<file path="config.mk">
export PLATFORM = sky130hd
export DESIGN_NAME = gamepad_text_command_decoder_unit_flat
export DESIGN_NICKNAME = d
export VERILOG_FILES = /design/src/gtcd_pkg.sv /design/src/gtcd_if.sv /design/src/gamepad_text_command_decoder_unit.sv /design/src/gtcd_dp.sv /design/src/gtcd_ctrl.sv /design/src/flat_wrapper.sv
export SDC_FILE = /design/constraint.sdc
export NUM_CORES = 1
export LEC_CHECK = 0
export BUFFER_PORTS_ARGS = -buffer_cell sky130_fd_sc_hd__buf_2
export CORE_MARGIN = 2
export CORE_UTILIZATION = 40
export DETAILED_ROUTE_END_ITERATION = 8
export PLACE_DENSITY = 0.66
export SYNTH_ARGS = -nofsm -noshare
export SYNTH_HDL_FRONTEND = slang
export SYNTH_SLANG_ARGS = --single-unit
</file>
<file path="constraint.sdc">
create_clock -name clk -period 4.3 [get_ports clk]
set_clock_uncertainty 0.05 [all_clocks]
set_input_delay 0.43 -clock clk [delete_from_list [all_inputs] [get_ports clk]]
set_output_delay 0.43 -clock clk [all_outputs]
set_load 0.01 [all_outputs]
</file>
<file path="src/gtcd_pkg.sv">
// types, codes and name tables of the gamepad text command decoder
`default_nettype none
package gtcd_pkg;

  // result kinds
  localparam logic [1:0] KIND_BUTTON = 2'd0;
  localparam logic [1:0] KIND_AXIS   = 2'd1;
  localparam logic [1:0] KIND_ERROR  = 2'd2;

  // error codes
  localparam logic [2:0] ERR_NONE      = 3'd0;
  localparam logic [2:0] ERR_NO_SIGN   = 3'd1;
  localparam logic [2:0] ERR_BAD_BTN   = 3'd2;
  localparam logic [2:0] ERR_BAD_SIZE  = 3'd3;
  localparam logic [2:0] ERR_NO_COLON  = 3'd4;
  localparam logic [2:0] ERR_RANGE     = 3'd5;
  localparam logic [2:0] ERR_BAD_AXIS  = 3'd6;
  localparam logic [2:0] ERR_OVERFLOW  = 3'd7;

  // characters
  localparam logic [7:0] CH_NEWLINE = 8'h0A;
  localparam logic [7:0] CH_NUL     = 8'h00;
  localparam logic [7:0] CH_PLUS    = 8'h2B;
  localparam logic [7:0] CH_MINUS   = 8'h2D;
  localparam logic [7:0] CH_COLON   = 8'h3A;
  localparam logic [7:0] CH_ZERO    = 8'h30;
  localparam logic [7:0] CH_NINE    = 8'h39;

  // header layout: sign/name bytes and colon position
  localparam int HDR_BYTES = 5;
  localparam int BUTTON_LEN = 5;
  localparam int AXIS_LEN_MIN = 6;
  localparam int AXIS_LEN_MAX = 10;

  // parsed number: up to five digits
  localparam int NUM_W = 17;
  localparam logic [NUM_W-1:0] NUM_LIMIT = NUM_W'(65535);
  localparam logic [15:0] AXIS_BIAS = 16'h8000;

  localparam int NUM_BUTTONS = 15;
  localparam int NUM_AXES = 6;

  localparam logic [31:0] BUTTON_NAMES [NUM_BUTTONS] = '{
    "BUTA", "BUTB", "BUTX", "BUTY", "BACK", "GUID", "STRT", "LSTK",
    "RSTK", "LSHD", "RSHD", "PADU", "PADD", "PADL", "PADR"
  };

  localparam logic [31:0] AXIS_NAMES [NUM_AXES] = '{
    "AXLX", "AXLY", "AXRX", "AXRY", "TRGL", "TRGR"
  };

  // one result word
  typedef struct packed {
    logic [1:0]         event_kind;
    logic [3:0]         control_index;
    logic               pressed;
    logic signed [15:0] axis_value;
    logic [2:0]         error_code;
  } result_t;

  // controller to datapath
  typedef struct packed {
    logic store;
    logic start;
    logic rd_en;
    logic load_result;
    logic load_overflow;
    logic is_button;
    logic len_ok;
  } cmd_t;

  // datapath to controller
  typedef struct packed {
    logic is_term;
  } stat_t;

  // table lookups: {hit, index}
  function automatic logic [4:0] find_button(input logic [31:0] name);
    logic [4:0] res;
    res = '0;
    for (int i = NUM_BUTTONS - 1; i >= 0; i--) begin
      if (BUTTON_NAMES[i] == name) res = {1'b1, 4'(i)};
    end
    return res;
  endfunction

  function automatic logic [4:0] find_axis(input logic [31:0] name);
    logic [4:0] res;
    res = '0;
    for (int i = NUM_AXES - 1; i >= 0; i--) begin
      if (AXIS_NAMES[i] == name) res = {1'b1, 4'(i)};
    end
    return res;
  endfunction

endpackage
`default_nettype wire

</file>
<file path="src/gtcd_if.sv">
// valid/ready channel interfaces for received bytes and decoded events
`default_nettype none
interface gtcd_byte_if;
  logic       valid;
  logic       ready;
  logic [7:0] rx_byte;

  modport source (output valid, output rx_byte, input ready);
  modport sink (input valid, input rx_byte, output ready);
endinterface

interface gtcd_event_if;
  logic               valid;
  logic               ready;
  logic [1:0]         event_kind;
  logic [3:0]         control_index;
  logic               pressed;
  logic signed [15:0] axis_value;
  logic [2:0]         error_code;

  modport source (output valid, output event_kind, output control_index, output pressed,
                  output axis_value, output error_code, input ready);
  modport sink (input valid, input event_kind, input control_index, input pressed,
                input axis_value, input error_code, output ready);
endinterface
`default_nettype wire

</file>
<file path="src/gamepad_text_command_decoder_unit.sv">
// Gamepad text command decoder, top level.
// rx carries one received byte per word; a newline or zero byte ends a line.
// ev carries one decoded word per finished line: a button press/release, an
// axis value (decimal minus 32768), or an error code. A non-terminator byte
// arriving when MAX_LINE bytes are already held gives an overflow error and
// clears the line. Ordinary bytes are stored and give no word.
// A terminator starts a walk over the stored line through the buffer's single
// registered read port, one byte per cycle, then a decode state; no byte is
// taken during the walk.
// The event word sits in an output register; while it waits, rx still takes
// bytes if the sink takes the word in the same cycle, otherwise rx stalls.
// Reset (rst, synchronous) empties the line and drops any pending word; the
// buffer contents need no clearing.
`default_nettype none
module gamepad_text_command_decoder_unit #(
  parameter int MAX_LINE = 11
) (
  input  wire logic     clk,
  input  wire logic     rst,
  gtcd_byte_if.sink     rx,
  gtcd_event_if.source  ev
);
  import gtcd_pkg::*;

  localparam int AW = $clog2(MAX_LINE);

  cmd_t          cmd;
  stat_t         stat;
  result_t       res;
  logic [AW-1:0] wr_addr;
  logic [AW-1:0] rd_addr;

  gtcd_ctrl #(.MAX_LINE(MAX_LINE)) u_ctrl (
    .clk       (clk),
    .rst       (rst),
    .in_valid  (rx.valid),
    .in_ready  (rx.ready),
    .out_valid (ev.valid),
    .out_ready (ev.ready),
    .stat      (stat),
    .cmd       (cmd),
    .wr_addr   (wr_addr),
    .rd_addr   (rd_addr)
  );

  gtcd_dp #(.MAX_LINE(MAX_LINE)) u_dp (
    .clk     (clk),
    .rst     (rst),
    .rx_byte (rx.rx_byte),
    .cmd     (cmd),
    .wr_addr (wr_addr),
    .rd_addr (rd_addr),
    .stat    (stat),
    .res     (res)
  );

  // event word fields
  assign ev.event_kind    = res.event_kind;
  assign ev.control_index = res.control_index;
  assign ev.pressed       = res.pressed;
  assign ev.axis_value    = res.axis_value;
  assign ev.error_code    = res.error_code;

endmodule
`default_nettype wire

</file>
<file path="src/gtcd_dp.sv">
// datapath: line buffer, header and number capture, decode and result register
`default_nettype none
module gtcd_dp #(
  parameter int MAX_LINE = 11
) (
  input  wire logic                              clk,
  input  wire logic                              rst,
  input  wire logic [7:0]                        rx_byte,
  input  wire gtcd_pkg::cmd_t                    cmd,
  input  wire logic [$clog2(MAX_LINE)-1:0]       wr_addr,
  input  wire logic [$clog2(MAX_LINE)-1:0]       rd_addr,
  output gtcd_pkg::stat_t                        stat,
  output gtcd_pkg::result_t                      res
);
  import gtcd_pkg::*;

  localparam int AW = $clog2(MAX_LINE);

  logic [7:0]       line_mem [MAX_LINE];
  logic [7:0]       rd_data;
  logic             rd_vld;
  logic [AW-1:0]    rd_pos;
  logic [7:0]       hdr [HDR_BYTES];
  logic [NUM_W-1:0] num;
  logic             num_stop;
  logic             is_digit;
  logic [4:0]       btn_hit;
  logic [4:0]       axis_hit;
  result_t          res_next;

  // terminator detect
  assign stat.is_term = (rx_byte == CH_NEWLINE) || (rx_byte == CH_NUL);

  // line buffer, one write and one registered read
  always_ff @(posedge clk) begin
    if (cmd.store) line_mem[wr_addr] <= rx_byte;
    if (cmd.rd_en) rd_data <= line_mem[rd_addr];
    rd_pos <= rd_addr;
  end

  always_ff @(posedge clk) begin
    if (rst) rd_vld <= 1'b0;
    else     rd_vld <= cmd.rd_en;
  end

  assign is_digit = (rd_data >= CH_ZERO) && (rd_data <= CH_NINE);

  // header bytes and decimal accumulation from the walked line
  always_ff @(posedge clk) begin
    if (cmd.start) begin
      num      <= '0;
      num_stop <= 1'b0;
    end else if (rd_vld) begin
      if (rd_pos < AW'(HDR_BYTES)) begin
        hdr[rd_pos[2:0]] <= rd_data;
      end else if (!num_stop) begin
        if (is_digit) num <= NUM_W'(num * NUM_W'(10)) + NUM_W'(rd_data - CH_ZERO);
        else          num_stop <= 1'b1;
      end
    end
  end

  assign btn_hit  = find_button({hdr[1], hdr[2], hdr[3], hdr[4]});
  assign axis_hit = find_axis({hdr[0], hdr[1], hdr[2], hdr[3]});

  // line decode, first failing check wins
  always_comb begin
    res_next = '0;
    if (cmd.load_overflow) begin
      res_next.event_kind = KIND_ERROR;
      res_next.error_code = ERR_OVERFLOW;
    end else if (cmd.is_button) begin
      if (hdr[0] != CH_PLUS && hdr[0] != CH_MINUS) begin
        res_next.event_kind = KIND_ERROR;
        res_next.error_code = ERR_NO_SIGN;
      end else if (!btn_hit[4]) begin
        res_next.event_kind = KIND_ERROR;
        res_next.error_code = ERR_BAD_BTN;
      end else begin
        res_next.event_kind    = KIND_BUTTON;
        res_next.control_index = btn_hit[3:0];
        res_next.pressed       = (hdr[0] == CH_PLUS);
      end
    end else if (!cmd.len_ok) begin
      res_next.event_kind = KIND_ERROR;
      res_next.error_code = ERR_BAD_SIZE;
    end else if (hdr[4] != CH_COLON) begin
      res_next.event_kind = KIND_ERROR;
      res_next.error_code = ERR_NO_COLON;
    end else if (num > NUM_LIMIT) begin
      res_next.event_kind = KIND_ERROR;
      res_next.error_code = ERR_RANGE;
    end else if (!axis_hit[4]) begin
      res_next.event_kind = KIND_ERROR;
      res_next.error_code = ERR_BAD_AXIS;
    end else begin
      res_next.event_kind    = KIND_AXIS;
      res_next.control_index = axis_hit[3:0];
      res_next.axis_value    = signed'(num[15:0] ^ AXIS_BIAS);
    end
  end

  // output register
  always_ff @(posedge clk) begin
    if (cmd.load_result || cmd.load_overflow) res <= res_next;
  end

endmodule
`default_nettype wire

</file>
<file path="src/gtcd_ctrl.sv">
// controller: byte count, line walk sequencing and output valid
`default_nettype none
module gtcd_ctrl #(
  parameter int MAX_LINE = 11
) (
  input  wire logic                        clk,
  input  wire logic                        rst,
  input  wire logic                        in_valid,
  output logic                             in_ready,
  output logic                             out_valid,
  input  wire logic                        out_ready,
  input  wire gtcd_pkg::stat_t             stat,
  output gtcd_pkg::cmd_t                   cmd,
  output logic [$clog2(MAX_LINE)-1:0]      wr_addr,
  output logic [$clog2(MAX_LINE)-1:0]      rd_addr
);
  import gtcd_pkg::*;

  localparam int CW = $clog2(MAX_LINE + 1);
  localparam int AW = $clog2(MAX_LINE);

  typedef enum logic [2:0] {
    ST_IDLE   = 3'b001,
    ST_WALK   = 3'b010,
    ST_DECODE = 3'b100
  } state_t;

  state_t        state, state_next;
  logic [CW-1:0] byte_count, byte_count_next;
  logic [CW-1:0] line_len, line_len_next;
  logic [CW-1:0] walk_idx, walk_idx_next;
  logic          out_valid_next;
  logic          accept;

  assign in_ready = (state == ST_IDLE) && (!out_valid || out_ready);
  assign accept   = in_valid && in_ready;
  assign wr_addr  = byte_count[AW-1:0];
  assign rd_addr  = walk_idx[AW-1:0];

  // sequencing
  always_comb begin
    state_next      = state;
    byte_count_next = byte_count;
    line_len_next   = line_len;
    walk_idx_next   = walk_idx;
    cmd             = '0;
    unique case (state)
      ST_IDLE: begin
        if (accept) begin
          if (stat.is_term) begin
            cmd.start       = 1'b1;
            line_len_next   = byte_count;
            byte_count_next = '0;
            walk_idx_next   = '0;
            state_next      = ST_WALK;
          end else if (byte_count >= CW'(MAX_LINE)) begin
            cmd.load_overflow = 1'b1;
            byte_count_next   = '0;
          end else begin
            cmd.store       = 1'b1;
            byte_count_next = byte_count + CW'(1);
          end
        end
      end
      ST_WALK: begin
        if (walk_idx < line_len) begin
          cmd.rd_en     = 1'b1;
          walk_idx_next = walk_idx + CW'(1);
        end else begin
          state_next = ST_DECODE;
        end
      end
      ST_DECODE: begin
        cmd.load_result = 1'b1;
        cmd.is_button   = (line_len == CW'(BUTTON_LEN));
        cmd.len_ok      = (line_len >= CW'(AXIS_LEN_MIN)) && (line_len <= CW'(AXIS_LEN_MAX));
        state_next      = ST_IDLE;
      end
      default: state_next = ST_IDLE;
    endcase
  end

  // output word valid
  always_comb begin
    if (cmd.load_result || cmd.load_overflow) out_valid_next = 1'b1;
    else if (out_ready)                       out_valid_next = 1'b0;
    else                                      out_valid_next = out_valid;
  end

  always_ff @(posedge clk) begin
    if (rst) begin
      state      <= ST_IDLE;
      byte_count <= '0;
      line_len   <= '0;
      walk_idx   <= '0;
      out_valid  <= 1'b0;
    end else begin
      state      <= state_next;
      byte_count <= byte_count_next;
      line_len   <= line_len_next;
      walk_idx   <= walk_idx_next;
      out_valid  <= out_valid_next;
    end
  end

endmodule
`default_nettype wire

</file>
<file path="src/flat_wrapper.sv">
// flat-port wrapper written by rule: the top's interface ports become plain ports
module gamepad_text_command_decoder_unit_flat import gtcd_pkg::*;
#(
  parameter int MAX_LINE = 11
)
  (clk, rst, rx_valid, rx_rx_byte, rx_ready, ev_valid, ev_event_kind, ev_control_index, ev_pressed, ev_axis_value, ev_error_code, ev_ready);
  gtcd_byte_if rx_i ();
  gtcd_event_if ev_i ();
  input  wire logic clk;
  input  wire logic rst;
  input wire logic [$bits(rx_i.valid)-1:0] rx_valid;
  input wire logic [$bits(rx_i.rx_byte)-1:0] rx_rx_byte;
  output wire logic [$bits(rx_i.ready)-1:0] rx_ready;
  output wire logic [$bits(ev_i.valid)-1:0] ev_valid;
  output wire logic [$bits(ev_i.event_kind)-1:0] ev_event_kind;
  output wire logic [$bits(ev_i.control_index)-1:0] ev_control_index;
  output wire logic [$bits(ev_i.pressed)-1:0] ev_pressed;
  output wire logic [$bits(ev_i.axis_value)-1:0] ev_axis_value;
  output wire logic [$bits(ev_i.error_code)-1:0] ev_error_code;
  input wire logic [$bits(ev_i.ready)-1:0] ev_ready;
  assign rx_i.valid = rx_valid;
  assign rx_i.rx_byte = rx_rx_byte;
  assign rx_ready = rx_i.ready;
  assign ev_valid = ev_i.valid;
  assign ev_event_kind = ev_i.event_kind;
  assign ev_control_index = ev_i.control_index;
  assign ev_pressed = ev_i.pressed;
  assign ev_axis_value = ev_i.axis_value;
  assign ev_error_code = ev_i.error_code;
  assign ev_i.ready = ev_ready;
  gamepad_text_command_decoder_unit #(.MAX_LINE(MAX_LINE)) u_core (.clk(clk), .rst(rst), .rx(rx_i), .ev(ev_i));
endmodule
</file>
# Yosys cells after proc, flatten, opt, wreduce, memory -nomap -nowiden
# Memory sizes are Yosys's and may differ from the RTL's. A register that Yosys moved wholly into a read port is not among the register bits.
# Index checks and enable logic that the tools add are counted.
[totals]
register_bits = 65
ramBits = 128
inputBits = 12
output_inout_bits = 28
wordCells = 164
n_memories = 2
[op_classes]
addsub = 4
multipliers = 1
order_cmp = 8
eq_ne = 34
mux = 74
bitwise = 7
n_reduce_logical = 20
[mem_list]
columns = ["name", "depth", "width", "read_ports", "rd_clocked_by_memory_dff", "write_ports", "line_no", "source"]
rows = [
  ["u_core.u_dp.line_mem", 11, 8, 1, 1, 1, "gtcd_dp.sv:19", "logic [7:0] line_mem [MAX_LINE];"],
  ["u_core.u_dp.hdr", 5, 8, 5, 0, 1, "gtcd_dp.sv:23", "logic [7:0] hdr [HDR_BYTES];"],
]
[ops]
columns = ["cell", "n"]
rows = [
  ["== test 31 x 32 -> 1 bit, first input constant", 21],
  ["2-to-1 mux 5 bit", 23],
  ["2-to-1 mux 4 bit", 9],
  ["2-to-1 mux 3 bit", 8],
  ["!= test 8 x 6 -> 1 bit, second input constant", 3],
  ["2-to-1 mux 2 bit", 11],
  ["2-to-1 mux 1 bit", 20],
  ["adder 17 bit", 1],
  ["> comparator 17 x 16 -> 1 bit, second input constant", 1],
  ["multiplier 17 x 3 -> 16 bit, second input constant", 1],
  ["subtractor 8 x 6 -> 9 bit, second input constant", 1],
  ["adder 4 x 1 -> 4 bit, second input constant", 2],
  ["== test 8 x 4 -> 1 bit, second input constant", 1],
  ["== test 8 x 6 -> 1 bit, second input constant", 1],
  ["greater-or-equal comparator 8 x 6 -> 1 bit, second input constant", 1],
  ["less-or-equal comparator 8 x 6 -> 1 bit, second input constant", 1],
  ["logical NOT 8 bit", 1],
  ["one-hot mux 4 bit (2 select lines)", 1],
  ["AND reduction 4 bit", 2],
  ["inverter 1 bit", 7],
  ["2-to-1 mux 6 bit", 1],
  ["!= test 2 bit, second input constant", 3],
  ["one-hot mux 3 bit (2 select lines)", 1],
  ["AND reduction 3 bit", 2],
  ["other kinds (17)", 25],
]

# Logic depth before layout (Yosys ltp)
# An unclocked memory read counts as a cell.
[depth]
depth_word = 20
ltp_mapped = 17
mapped_depth_nobuf = 17

# Hierarchy
# A second synthesis with hierarchy kept.
[hier_totals]
hier_cells = 757
hier_area_um2 = 9778.1
[by_module_without_submodules]
columns = ["mod", "instances", "cells_per_inst", "area_each_um2", "seq_area_each_um2"]
rows = [
  ["gtcd_dp", 1, 657, 8921.1, 5325.1],
  ["gtcd_ctrl", 1, 100, 857.1, 320.3],
]

# Worst setup path before layout
# Ideal clock, no wire load.
[synth_path]
path_kind = "reg-to-reg"
start = "register u_core.u_dp.num[2]"
end = "register u_core.u_dp.num[16]"
setup_ps = 135
arrival_time_ps = 3539
required_ps = 4115
path_slack_ps = 576
path_stages_with_launch = 18
n_path_buf = 0
period_less_slack_ps = 3724
cell_sequence = "dfxtp_1 -> ha_1 -> ha_1 -> a21o_1 -> a21oi_1 -> nor2b_1 -> o21a_1 -> o31a_1 -> a21oi_1 -> xnor2_1 -> ha_1 -> nand2_1 -> a2111oi_0 -> nor2_1 -> a211o_1 -> o21ai_1 -> xnor2_1 -> a21oi_1"
[synth_via]
elab_chain_cells = 2
[synth_lines]
columns = ["element", "line_no", "source"]
rows = [
  ["from (decl)", "gtcd_dp.sv:24", "logic [NUM_W-1:0] num;"],
  ["from (signal assigned)", "gtcd_dp.sv:57", "if (is_digit) num <= NUM_W'(num * NUM_W'(10)) + NUM_W'(rd_data - CH_ZERO);"],
  ["multiplier 17 x 3 -> 16 bit", "gtcd_dp.sv:57", ""],
  ["adder 17 bit", "gtcd_dp.sv:57", ""],
]
# Every way passes these cells.
# A chain may end at the register's enable or synchronous reset.

# Final worst setup path
# Same ends and word-level chain as after synthesis.

==> metrics.txt <==
outcome=finished clean; critical path class=reg -> reg; Final Cell Area=11000 um2; Via Count=5863; Row Count=56; Area contributors post-synth=edfxtp_1, dfxtp_1, ha_1; Total GRT Usage=0.152; Antenna diodes=0; vias in the first global route=5789; Remaining DRCs=0; Setup crit start=u_core.u_dp.num[2]; synthesized area=9660 um2; Crit-path slowest cell=ha_1; insertion delay to the later sink of the worst-skew pair=0.50 ns; Starting Density=0.409; CTS root buf=clkbuf_16; HP Class=in -> reg; Die Area=25400 um2; Hold Violations, Final=0; Syn Nets=786; Hold Startpoint=rx_rx_byte[7]; Core ar.=23600 um2; Area growth, synth to finish=13.6%; Synth Instances=723; Yosys top cell by area=edfxtp_1; Post-synth ARST share=0; RePlAce Congestion=0.823; Worst Tran Pin Value=0.967 ns; initial antenna violation count=0; Synth top area share=0.504; first-pass GRT wire length=31000 um; Vias/cell=5.26; fmax=0.255 GHz; Setup TNS Final=0 ns; Syn. warnings=0; CP Capture Type=flip-flop; Cell Area, Placed=10300 um2; Max Cap Viol=0; Max Slew Vio Count=0; share of cells above drive strength 1=0.167; cell family with most CP delay=compound AO/OA/AOI/OAI gates; Routed WL per cell=17.2 um; crit path DAT=4.20 ns; die extent in x=159 um; PD cells=481 nW/um2; area of the multi-input gates=3870 um2; syn avg cell area=13.4 um2; maximum vdd drop=0.000332 V; FF+latch count, synth=201; critical path required time=4.58 ns; Post-Route Utilization=0.465; Worst-path clk slew=0.06 ns; worst path bufs/invs=0; period utilization=0.912; RSZ-0062 raised after global routing=no; grt total ovfl=0; largest net degree at the start of global routing=28; port bufs=39; CTS buffer count=22; clk buf depth=3; Die Y=159 um; endpoints failing setup=0; Post-CTS Setup Inserts=0; worst relative slew slack=0.355; CTS tree=built; Num Clock Sinks=201; TritonRoute pass-1 iters=4; hpwl dp=13400 um; initial DRC count=319; R2R Path Start=u_core.u_dp.num[2]; top_reg_cell synth=edfxtp_1; Top Ports=40; Register Area=5650 um2; Max Fanout on Critical Path=5; # fillers=2131; ANT nets after route=0; Seq/Total Area, Yosys=0.585; H-Tree Depth=1; Total Wirelength=19100 um; crit path cell chain=ha_1, ha_1, a21o_1, a21oi_1, nor2b_1, o21a_1, o31a_1, a21oi_1, xnor2_1, ha_1, nand2_1, a2111oi_2, nor2_1, a211o_1, o21ai_1, xnor2_1, a21oi_1; Max stage delay on crit path=0.36 ns; Leak=3.62 nW; NumNets Final=844; EDFF count, synth=162; startpoint types=flip-flop; count of cell types in the netlist=68; fin crit period=3.92 ns
[Yosys cell counts (all sizes together), types with 3 or more instances]
library cell  count
a2111oi           3
a211oi            4
a21o              5
a21oi            30
a22o              3
a31oi             4
a41oi             3
and2             25
and3              6
and4b             3
buf              12
clkbuf            4
dfxtp            39
edfxtp          162
ha               49
inv              18
mux2              8
mux2i            11
mux4             24
nand2            44
nand2b           11
nand3            13
nand3b            3
nand4            11
nand4b            3
nor2             57
nor2b            10
nor3             31
nor3b            12
nor4              4
nor4b            10
nor4bb            3
o21a              9
o21ai            15
o31ai             4
or3               5
or4               4
xnor2            26
xor2              8
[routing by layer]
metal  global-route usage  routed length, um  vias to the layer above
met5                    0                  0                        -
met1                0.212               8900                     2829
met3               0.0307               1090                       21
met2                0.246               8910                      127
li1                     -                  -                     2886
met4               0.0314                218                        0
[layout by cell type, fill, tap and decap left out, types with 13 or more instances in the layout]
cell	instances
dfxtp_1	39
nand2_1	44
xnor2_1	26
mux4_2	24
buf_2	39
and2_1	25
inv_1	18
nor3_1	29
nor2_1	56
ha_1	49
clkbuf_16	22
a21oi_1	30
o21ai_0	14
nand3_1	13
edfxtp_1	162
[worst register-to-register path: stages (launching register included)]
cell	delay, ns
dfxtp_1	0.34
ha_1	0.32
ha_1	0.29
a21o_1	0.15
a21oi_1	0.23
nor2b_1	0.08
o21a_1	0.18
o31a_1	0.25
a21oi_1	0.17
xnor2_1	0.09
ha_1	0.36
nand2_1	0.10
a2111oi_2	0.35
nor2_1	0.10
a211o_1	0.30
o21ai_1	0.17
xnor2_1	0.14
a21oi_1	0.08
[registers in the layout (all words and copies together) (netlist names)]
name                     cells
u_core.u_ctrl.line_len       4
u_core.u_ctrl.out_valid      1
u_core.u_ctrl.rd_addr        4
u_core.u_ctrl.state          3
u_core.u_ctrl.wr_addr        4
u_core.u_dp.hdr             40
u_core.u_dp.line_mem        88
u_core.u_dp.num             17
u_core.u_dp.num_stop         1
u_core.u_dp.rd_data          8
u_core.u_dp.rd_pos           4
u_core.u_dp.rd_vld           1
u_core.u_dp.res             26
[per-stage QoR]
step	total power, mW	setup slack, ns	hold slack, ns	std cells
final	5.28	0.379	0.228	1114
after global routing	5.56	0.0603	0.227	1114
after CTS	5.31	0.185	0.209	1114
after detailed placement	3.45	0.194	0.423	1076
after global placement	3.45	0.330	0.417	1076
after floorplan	3.20	0.576	0.302	723
[what timing repair did]
item,CTS,global route
hold buffers,0,0
endpoints found under the hold margin,0,0
gates resized for setup,0,2
setup endpoints to repair,0,2
[logic make-up (layout without fill, tap and decap cells)]
logic type / count (synthesis) / count (layout) / share of synthesized area
simple gates: 266 / 266 / 0.159
mux: 43 / 43 / 0.0767
flops: 201 / 201 / 0.585
xor+xnor: 34 / 34 / 0.0308
compound gates: 94 / 94 / 0.0661
fa+ha+maj: 51 / 51 / 0.0676
buf+inv: 34 / 106 / 0.0148
[final timing paths]
kind | to | slack (ns) | cells past startpoint
worst min-delay path | u_core.u_dp.line_mem[7][7] | 0.23 | 1
worst max-delay path | u_core.u_dp.num[16] | 0.38 | 17
worst min register to register | u_core.u_ctrl.line_len[2] | 0.43 | 2
worst max register to register | u_core.u_dp.num[16] | 0.38 | 17
[layout make-up]
cell class / instances / area share
clock inverters: 12 / 0.0131
inverters: 18 / 0.00616
well taps: 319 / 0.0364
repair buffers: 50 / 0.0253
flip-flops and latches: 201 / 0.514
multi-input cells: 488 / 0.353
clock buffers: 26 / 0.0515
[power breakdown]
group          leakage [nW]  switching (mW)  internal [mW]
logic                  1.54           0.699          0.574
registers              1.73          0.0304           2.13
clock network         0.352           0.729           1.12
total                  3.62            1.46           3.82
No activity file was read; power rests on OpenSTA's default activity.
